[config.mk]
export PLATFORM = sky130hd
export DESIGN_NAME = utf8_character_splitter
export DESIGN_NICKNAME = d
export VERILOG_FILES = /design/src/hdl/utf8cs_pkg.sv /design/src/hdl/utf8cs_decode.sv /design/src/hdl/utf8_character_splitter.sv
export SDC_FILE = /design/constraint.sdc
export NUM_CORES = 1
export LEC_CHECK = 0
export BUFFER_PORTS_ARGS = -buffer_cell sky130_fd_sc_hd__buf_2
export CAP_MARGIN = 30
export CORE_UTILIZATION = 62
export CTS_CLUSTER_DIAMETER = 80
export DETAILED_ROUTE_END_ITERATION = 10
export MAX_ROUTING_LAYER = met4
export PLACE_DENSITY = 0.85
export SETUP_SLACK_MARGIN = 0.1
export SLEW_MARGIN = 20
export SYNTH_ARGS = -nofsm -noshare
export SYNTH_HDL_FRONTEND = slang
export SYNTH_SLANG_ARGS = --single-unit
[constraint.sdc]
create_clock -name clk_i -period 4 [get_ports clk_i]
set_input_delay 0.8 -clock clk_i [delete_from_list [all_inputs] [get_ports clk_i]]
set_output_delay 0.8 -clock clk_i [all_outputs]
set_load 0.01 [all_outputs]
[src/hdl/utf8cs_pkg.sv]
// Package for the UTF-8 character splitter: error codes, decoder state and
// result types, and the byte classification constants.
// No dependencies.
package utf8cs_pkg;

  localparam int unsigned MaxChar   = 6;
  localparam int unsigned BufWidth  = 8 * MaxChar;

  localparam logic [7:0] LeadTwo    = 8'hc2;
  localparam logic [7:0] LeadThree  = 8'he0;
  localparam logic [7:0] LeadFour   = 8'hf0;
  localparam logic [7:0] LeadFive   = 8'hf8;
  localparam logic [7:0] LeadSix    = 8'hfc;
  localparam logic [7:0] LeadBad    = 8'hfe;
  localparam logic [7:0] ContMask   = 8'hc0;
  localparam logic [7:0] ContTag    = 8'h80;
  localparam logic [7:0] MinSecE0   = 8'ha0;
  localparam logic [7:0] MinSecF0   = 8'h90;
  localparam logic [7:0] MinSecF8   = 8'h88;
  localparam logic [7:0] MinSecFc   = 8'h84;

  typedef enum logic [2:0] {
    ErrNone     = 3'd0,
    ErrLead     = 3'd1,
    ErrCont     = 3'd2,
    ErrOverlong = 3'd3,
    ErrTrunc    = 3'd4
  } err_e;

  typedef struct packed {
    logic [2:0]          exp_len;
    logic [2:0]          count;
    logic [BufWidth-1:0] buffer;
    logic                halted;
  } state_t;

  typedef struct packed {
    logic                valid;
    logic [BufWidth-1:0] bytes;
    logic [2:0]          length;
    err_e                err;
  } result_t;

  // Sequence length opened by a lead byte; zero when the byte is no lead.
  function automatic logic [2:0] lead_length(logic [7:0] c);
    logic [2:0] n;
    if (c < ContTag)        n = 3'd1;
    else if (c < LeadTwo)   n = 3'd0;
    else if (c < LeadThree) n = 3'd2;
    else if (c < LeadFour)  n = 3'd3;
    else if (c < LeadFive)  n = 3'd4;
    else if (c < LeadSix)   n = 3'd5;
    else if (c < LeadBad)   n = 3'd6;
    else                    n = 3'd0;
    return n;
  endfunction

endpackage

[src/hdl/utf8cs_decode.sv]
// Next-state and result logic for one byte of the UTF-8 character splitter.
// Depends on utf8cs_pkg.
module utf8cs_decode (
  input  utf8cs_pkg::state_t  state_i,
  input  logic [7:0]          byte_i,
  input  logic                last_i,
  output utf8cs_pkg::state_t  state_o,
  output utf8cs_pkg::result_t result_o
);

  logic [2:0]                      n_lead;
  logic [7:0]                      lead;
  logic                            overlong;
  logic [utf8cs_pkg::BufWidth-1:0] merged;
  logic [2:0]                      count_inc;
  utf8cs_pkg::state_t              nxt;
  utf8cs_pkg::result_t             res;

  assign n_lead    = utf8cs_pkg::lead_length(byte_i);
  assign lead      = state_i.buffer[7:0];
  assign count_inc = state_i.count + 3'd1;

  always_comb begin
    overlong = 1'b0;
    if (lead == utf8cs_pkg::LeadThree) overlong = byte_i < utf8cs_pkg::MinSecE0;
    if (lead == utf8cs_pkg::LeadFour)  overlong = byte_i < utf8cs_pkg::MinSecF0;
    if (lead == utf8cs_pkg::LeadFive)  overlong = byte_i < utf8cs_pkg::MinSecF8;
    if (lead == utf8cs_pkg::LeadSix)   overlong = byte_i < utf8cs_pkg::MinSecFc;
  end

  // The new byte lands in the lane given by the number already gathered.
  always_comb begin
    merged = state_i.buffer;
    for (int i = 1; i < utf8cs_pkg::MaxChar; i++) begin
      if (state_i.count == 3'(i)) merged[i*8 +: 8] = byte_i;
    end
  end

  always_comb begin
    nxt = state_i;
    res = '{valid: 1'b0, bytes: '0, length: 3'd0, err: utf8cs_pkg::ErrNone};
    if (!state_i.halted) begin
      if (state_i.exp_len == 3'd0) begin
        if (n_lead == 3'd0) begin
          res.err = utf8cs_pkg::ErrLead;
        end else if (n_lead == 3'd1) begin
          res.valid  = 1'b1;
          res.length = 3'd1;
          res.bytes  = {{(utf8cs_pkg::BufWidth-8){1'b0}}, byte_i};
        end else begin
          nxt.exp_len = n_lead;
          nxt.count   = 3'd1;
          nxt.buffer  = {{(utf8cs_pkg::BufWidth-8){1'b0}}, byte_i};
        end
      end else if ((byte_i & utf8cs_pkg::ContMask) != utf8cs_pkg::ContTag) begin
        res.err = utf8cs_pkg::ErrCont;
      end else if (state_i.count == 3'd1 && overlong) begin
        res.err = utf8cs_pkg::ErrOverlong;
      end else if (count_inc >= state_i.exp_len) begin
        res.valid   = 1'b1;
        res.length  = state_i.exp_len;
        res.bytes   = merged;
        nxt.exp_len = 3'd0;
        nxt.count   = 3'd0;
        nxt.buffer  = '0;
      end else begin
        nxt.buffer = merged;
        nxt.count  = count_inc;
      end

      if (res.err != utf8cs_pkg::ErrNone) begin
        nxt.halted  = 1'b1;
        nxt.exp_len = 3'd0;
        nxt.count   = 3'd0;
        nxt.buffer  = '0;
      end else if (last_i && nxt.exp_len != 3'd0) begin
        res.err = utf8cs_pkg::ErrTrunc;
      end
    end
    if (last_i) begin
      nxt = '{exp_len: 3'd0, count: 3'd0, buffer: '0, halted: 1'b0};
    end
  end

  assign state_o  = nxt;
  assign result_o = res;

endmodule

[src/hdl/utf8_character_splitter.sv]
// Top level of the UTF-8 character splitter: input register, decoder state
// and output register on two stream channels.
// Depends on utf8cs_pkg and utf8cs_decode.
//
//   channel   direction  payload
//   s_axis    in         tdata = byte_in, tlast = last_byte
//   m_axis    out        tdata = char_valid, char_bytes, char_length,
//                        error_code; tlast = end_of_string
//
// One byte is accepted per cycle while m_axis does not stall; each byte yields one result
// transaction, registered first in the input register, then in the output register.
// The decoder state updates as a byte moves from the input register to the
// output register, so back-to-back bytes see each other's state.
// A stall on m_axis holds both registers; s_axis_tready_o drops once both are full.
// Reset clears the decoder state and both valid flags.
module utf8_character_splitter (
  input  logic        clk_i,
  input  logic        rst_ni,
  input  logic        s_axis_tvalid_i,
  output logic        s_axis_tready_o,
  input  logic [7:0]  s_axis_tdata_i,   // [7:0] byte_in
  input  logic        s_axis_tlast_i,   // last_byte
  output logic        m_axis_tvalid_o,
  input  logic        m_axis_tready_i,
  // [0] char_valid, [48:1] char_bytes, [51:49] char_length,
  // [54:52] error_code, [55] zero
  output logic [55:0] m_axis_tdata_o,
  output logic        m_axis_tlast_o    // end_of_string
);

  logic                in_valid_q;
  logic [7:0]          in_byte_q;
  logic                in_last_q;
  logic                out_valid_q;
  utf8cs_pkg::result_t out_res_q;
  logic                out_last_q;
  utf8cs_pkg::state_t  state_q, state_d;
  utf8cs_pkg::result_t res_d;
  logic                advance;

  assign advance         = !out_valid_q || m_axis_tready_i;
  assign s_axis_tready_o = !in_valid_q || advance;

  utf8cs_decode u_decode (
    .state_i  (state_q),
    .byte_i   (in_byte_q),
    .last_i   (in_last_q),
    .state_o  (state_d),
    .result_o (res_d)
  );

  always_ff @(posedge clk_i or negedge rst_ni) begin
    if (!rst_ni) begin
      in_valid_q  <= 1'b0;
      out_valid_q <= 1'b0;
      state_q     <= '{exp_len: 3'd0, count: 3'd0, buffer: '0, halted: 1'b0};
    end else begin
      if (s_axis_tready_o) in_valid_q <= s_axis_tvalid_i;
      if (advance) out_valid_q <= in_valid_q;
      if (advance && in_valid_q) state_q <= state_d;
    end
  end

  always_ff @(posedge clk_i) begin
    if (s_axis_tvalid_i && s_axis_tready_o) begin
      in_byte_q <= s_axis_tdata_i;
      in_last_q <= s_axis_tlast_i;
    end
    if (advance && in_valid_q) begin
      out_res_q  <= res_d;
      out_last_q <= in_last_q;
    end
  end

  assign m_axis_tvalid_o = out_valid_q;
  assign m_axis_tdata_o  = {1'b0, out_res_q.err, out_res_q.length,
                            out_res_q.bytes, out_res_q.valid};
  assign m_axis_tlast_o  = out_last_q;

endmodule

==> impl_metrics.json, run 1 <==
{
  "endpoint": "state_q[42]",
  "reg2reg_to": "state_q[42]",
  "drt_wl_total_um": 12800,
  "grt_pass1_vias": 4076,
  "grt-ovfl-total": 0,
  "cts_buffers": 17,
  "hold_viol_final": 0,
  "root_buffer": "clkbuf_8",
  "cp_common_cell": "ha_1",
  "dpl_cell_area_um2": 5900,
  "hp-class": "in2async",
  "routabilityCongestion": 0.931,
  "maxCapViolCount": 0,
  "multiInputGateArea_um2": 1930,
  "cts_tree": "built",
  "antenna_cells": 0,
  "synth_top_area_share_pct": 35.3,
  "cts_hold_buf": 0,
  "synth_area_leaders": "edfxtp_1, dfrtp_1, nand2_1, a22o_1, a21oi_1",
  "timing.final.crit_share_pct": 73.9,
  "slowest_stage": "o31ai_2",
  "cts.clk_slew.worst_paths_ns": 0.06,
  "start_util_pct": 63.8,
  "synth_area_um2": 5540,
  "portBuffers": 70,
  "fp.dieH_um": 96.5,
  "core_area_um2": 8680,
  "synth.distinct_cells": 56,
  "final_cell_mix": "nand2_1, buf_2, edfxtp_1, dfrtp_1, a21oi_1",
  "cts.sinks": 122,
  "top_layer": "met4",
  "fillers": 545,
  "end_kind": "flip-flop",
  "r2r_slack_ns": 1.04,
  "crit_type": "reg2reg",
  "grt_pass1_wl_um": 20500,
  "worst_pin_slew_ns": 0.847,
  "wl_met1_um": 5080,
  "finalInstanceArea_um2": 6490,
  "htree_num_levels": 4,
  "required_ns": 4.45,
  "synth_top_flop_cell": "edfxtp_1",
  "final_common_cell": "nand2_1",
  "crit_chain": "ha_1, ha_1, inv_1, ha_1, a21oi_1, o21ai_0, or3_4, o31ai_2, a32o_1",
  "p_leak_nw": 2.59,
  "clk_latency_ns": 0.51,
  "reg2reg_from": "state_q[49]",
  "cp_max_fo": 13,
  "setup_tns_ns": 0,
  "synth_seq_cells": 122,
  "cp_top_family": "compound AO/OA/AOI/OAI gates",
  "cp_num_cells": 9,
  "slew_viol_final": 0,
  "ant_nets": 0,
  "io_pins": 72,
  "dieWidth_um": 96.5,
  "post_cts_resized": 0,
  "cp-start-kind": "flip-flop",
  "num-nets-final": 543,
  "reg2regPathDepth": 9,
  "setup_violations": 0,
  "fmax_ghz": 0.338,
  "antenna_found_initial": 0,
  "post_cts_buffers": 0,
  "die_area_um2": 9310,
  "ys_seq_area_share_pct": 61.0,
  "dpl.hpwl_um": 7750,
  "drt-vias-per-instance": 6.35,
  "drive_gt1_share_pct": 24.7,
  "syn-mean-instance-area_um2": 12.1,
  "vias": 4081,
  "wl_per_cell_um": 20.0,
  "drc": 0,
  "path_buf_inv": 1,
  "wl_met3_um": 1010,
  "worst_clock_skew_ns": 0.00815,
  "yosys_warnings": 0,
  "drt_iter0_markers": 375,
  "async_flop_share_pct": 46.7,
  "synth_edf_count": 65,
  "worstSetupStartpoint": "state_q[49]",
  "grt_max_degree": 41,
  "netlist_instances": 456,
  "ir_drop_v": 0.000342,
  "first_pass_iters": 7,
  "powerDensity_nw_per_um2": 515,
  "arrival_ns": 3.40,
  "area_growth_pct": 17.3,
  "seqCellArea_um2": 3380,
  "cts_buffer_depth": 2,
  "route.met2.wl_um": 6320,
  "slew_headroom_pct": 43.5,
  "row_count": 34,
  "grt_use_total_pct": 31.1,
  "max_stage_delay_ns": 0.56,
  "status": "completed",
  "syn-num-nets": 477,
  "rsz0062_at_grt": "no",
  "synth_top_area_cell": "edfxtp_1",
  "period_minus_slack_ns": 2.96
}
## worst reg2reg max path: cells and delay by family (launching register included)
family / cells / cell delay [ns]
AOI/OAI and AO/OA: 4 / 1.16
adders and majority gates: 3 / 0.80
and+or+nand+nor: 1 / 0.49
DFF: 1 / 0.42
buffers and inverters: 1 / 0.04
## synth_stat cells, drive strengths merged (7+ instances only)
cell	count
ha	8
clkbuf	7
a32o	18
nor3	7
a21oi	39
mux2i	8
buf	23
a22o	25
edfxtp	65
and2	12
nor2	22
o31ai	9
inv	12
nand2	77
o21ai	8
dfrtp	57
## worst min-delay path by stage
stage          depth (start not counted)             end        start  slack (ns)
5_1_grt                                1     state_q[39]       rst_ni        0.28
4_1_cts                                1     state_q[17]       rst_ni        0.26
3_5_place_dp                           1     state_q[47]  state_q[47]        0.47
3_3_place_gp                           1     state_q[31]  state_q[31]        0.47
2_1_floorplan                          0  m_axis_tlast_o    in_last_q        0.42
6_report                               1     state_q[47]       rst_ni        0.25
## power by group
| group | internal, mW | total (mW) | switching [mW] |
|---|---|---|---|
| Combinational | 0.115 | 0.357 | 0.242 |
| Clock | 0.952 | 1.52 | 0.571 |
| Sequential | 1.41 | 1.47 | 0.0622 |
## per-layer routing
metal | global-route usage, % | vias up
met1 | 38.2 | 1989
met5 | - | -
met3 | 8.06 | 41
met2 | 49.6 | 223
li1 | - | 1828
met4 | 12.3 | 0
## area by class of cell
type	instances	share of cell area, %
Clock buffer	18	6.43
Inverter	12	0.694
Multi-Input combinational cell	292	29.8
Timing Repair Buffer	77	6.36
Sequential cell	122	52.0
Clock inverter	14	2.64
Tap cell	108	2.08
## registers in the layout (all words and copies together) (netlist names)
signal and count:
in_byte_q 8, in_last_q 1, in_valid_q 1, m_axis_tdata_o 55, m_axis_tlast_o 1, m_axis_tvalid_o 1
state_q 55
## logic make-up (layout without fill, tap and decap cells)
| family | Yosys count | after routing | synth area share (%) |
|---|---|---|---|
| AOI/OAI and AO/OA | 126 | 126 | 18.1 |
| adders and majority gates | 8 | 8 | 1.81 |
| buffers and inverters | 42 | 121 | 4.05 |
| DFF | 122 | 122 | 61.0 |
| muxes | 8 | 8 | 1.45 |
| other | 1 | 1 | 0.0677 |
| and+or+nand+nor | 149 | 149 | 13.5 |
## per-stage QoR
step / total power, mW / cells / setup slack [ns] / hold WS [ns] / util, %
2_1_floorplan: 1.72 / 456 / 1.14 / 0.421 / -
3_3_place_gp: 1.82 / 609 / 1.28 / 0.471 / 67.8
3_5_place_dp: 1.84 / 610 / 1.16 / 0.472 / 68.0
4_1_cts: 3.35 / 642 / 1.08 / 0.260 / 74.8
5_1_grt: 3.45 / 643 / 0.891 / 0.276 / 74.8
6_report: 3.35 / 643 / 1.04 / 0.254 / 74.8
(Power assumes the default switching activity.)
==> run 2: changes to the inputs <==
--- a/config.mk
+++ b/config.mk
@@ -7,11 +7,11 @@
 export LEC_CHECK = 0
 export BUFFER_PORTS_ARGS = -buffer_cell sky130_fd_sc_hd__buf_2
 export CAP_MARGIN = 30
-export CORE_UTILIZATION = 62
+export CORE_UTILIZATION = 52
 export CTS_CLUSTER_DIAMETER = 80
 export DETAILED_ROUTE_END_ITERATION = 10
 export MAX_ROUTING_LAYER = met4
-export PLACE_DENSITY = 0.85
+export PLACE_DENSITY = 0.76
 export SETUP_SLACK_MARGIN = 0.1
 export SLEW_MARGIN = 20
 export SYNTH_ARGS = -nofsm -noshare
==> constraint.sdc (replaced) <==
create_clock -name clk_i -period 2.4 [get_ports clk_i]
set_input_delay 0.48 -clock clk_i [delete_from_list [all_inputs] [get_ports clk_i]]
set_output_delay 0.48 -clock clk_i [all_outputs]
set_load 0.01 [all_outputs]
==> impl_metrics.json, run 2 (synthesis results as in run 1) <==
{
  "status": "finished with violations",
  "violations": "negative setup slack",
  "cp_common_cell": "ha_4",
  "grt_pass1_wl_um": 21200,
  "cts_buffer_depth": 2,
  "path_buf_inv": 2,
  "drc": 0,
  "cp-start-kind": "flip-flop",
  "rsz0062_at_grt": "yes",
  "cts.sinks": 122,
  "powerDensity_nw_per_um2": 764,
  "clk_latency_ns": 0.53,
  "cts_buffers": 17,
  "final_common_cell": "nand2_1",
  "drt-vias-per-instance": 6.17,
  "grt_pass1_vias": 4146,
  "slowest_stage": "dfrtp_1",
  "routabilityCongestion": 0.931,
  "grt_max_degree": 58,
  "first_pass_iters": 5,
  "drt_wl_total_um": 15700,
  "seqCellArea_um2": 3380,
  "cts_tree": "built",
  "dieWidth_um": 105,
  "start_util_pct": 53.6,
  "row_count": 37,
  "p_leak_nw": 3.06,
  "drive_gt1_share_pct": 43.7,
  "end_kind": "flip-flop",
  "vias": 4539,
  "drt_iter0_markers": 368,
  "hold_viol_final": 0,
  "fp.dieH_um": 105,
  "max_stage_delay_ns": 0.42,
  "arrival_ns": 3.07,
  "crit_chain": "ha_4, ha_4, inv_2, ha_4, a21oi_4, o21ai_2, or3_4, buf_6, o31ai_4, a32o_1",
  "htree_num_levels": 4,
  "multiInputGateArea_um2": 2380,
  "grt_use_total_pct": 26.2,
  "fmax_ghz": 0.382,
  "hp-class": "in2reg",
  "instances_no_fill": 736,
  "final_cell_mix": "nand2_1, buf_2, edfxtp_1, dfrtp_1, buf_4",
  "fin_util_pct": 73.7,
  "setup_violations": 97,
  "root_buffer": "clkbuf_8",
  "worst_pin_slew_ns": 0.584,
  "portBuffers": 70,
  "antenna_found_initial": 0,
  "cp_max_fo": 7,
  "crit_type": "reg2reg",
  "area_growth_pct": 37.4,
  "fillers": 599,
  "antenna_cells": 0,
  "slew_viol_final": 0,
  "required_ns": 2.85,
  "core_area_um2": 10300,
  "cts.clk_slew.worst_paths_ns": 0.06,
  "ir_drop_v": 0.000521,
  "hold_slack_ns": 0.126,
  "dpl.hpwl_um": 8590,
  "grt-ovfl-total": 0,
  "cp_top_family": "compound AO/OA/AOI/OAI gates",
  "dpl_worst_slack_ns": -0.225,
  "slew_headroom_pct": 61.1,
  "num-nets-final": 608,
  "wl_per_cell_um": 21.4,
  "postLayoutSetupSlackWorst_ns": -0.216,
  "io_pins": 72,
  "period_minus_slack_ns": 2.62,
  "maxCapViolCount": 0,
  "setup_tns_ns": -9.01,
  "numPlacedInstances": 686,
  "timing.final.crit_share_pct": 109,
  "worst_clock_skew_ns": 0.00679,
  "die_area_um2": 11100,
  "ant_nets": 0
}
-- run 2: changes by cell type in the layout (fill, tap and decap cells not counted), moves of 5 or more --
| cell | delta |
|---|---|
| o31ai_4 | +5 |
| a21oi_1 | -33 |
| a21oi_2 | +27 |
| o31ai_2 | -5 |
| buf_6 | +8 |
| buf_4 | +46 |
| ha_1 | -5 |
| nor2_1 | -9 |
| a21oi_4 | +6 |
| o21ai_0 | -5 |
| nor2_4 | +8 |
-- run 2: stage by stage --
| step | power (mW) | instance area, um^2 |
|---|---|---|
| floorplan | 2.90 | 5680 |
| global placement | 3.20 | 6430 |
| detailed placement | 3.22 | 6430 |
| CTS | 5.67 | 7170 |
| global route | 5.98 | 7610 |
| finish | 5.82 | 7610 |
-- run 2: report_power, final --
group          internal (mW)  total (mW)  switching, mW
clock                   1.47        2.43          0.959
sequential              2.34        2.42         0.0743
combinational          0.398       0.967          0.570
-- run 2: area by class of cell --
| type | instances | area share [%] |
|---|---|---|
| clock inverter | 15 | 1.99 |
| tap | 136 | 2.24 |
| sequential | 122 | 44.4 |
| clock buffer | 17 | 5.44 |
| timing repair buffer | 141 | 14.0 |
| multi-input combinational | 293 | 31.3 |
| inverter | 12 | 0.641 |
-- run 2: repair_timing --
action,CTS,global route
gates cloned,1,7
pin swaps,14,30
resized for setup,24,71
hold buffers,1,0
setup endpoints to repair,103,106
buffers inserted,6,3
endpoints found under the hold margin,57,0
-- run 2: path summary, 6_finish.rpt --
path,start,endpoint,slack [ns],depth (start not counted)
min reg2reg,state_q[46],state_q[46],0.50,1
min in group asynchronous,rst_ni,m_axis_tvalid_o,0.49,3
max,state_q[49],state_q[36],-0.22,10
max reg2reg,state_q[49],state_q[36],-0.22,10
min,s_axis_tdata_i[1],in_byte_q[1],0.13,1
max in group asynchronous,rst_ni,state_q[8],1.65,3
-- run 2: metal layers --
layer	track usage (%)	wire length (um)
met1	32.2	5970
met2	41.2	7660
met5	-	0
met4	12.8	789
met3	6.05	1320
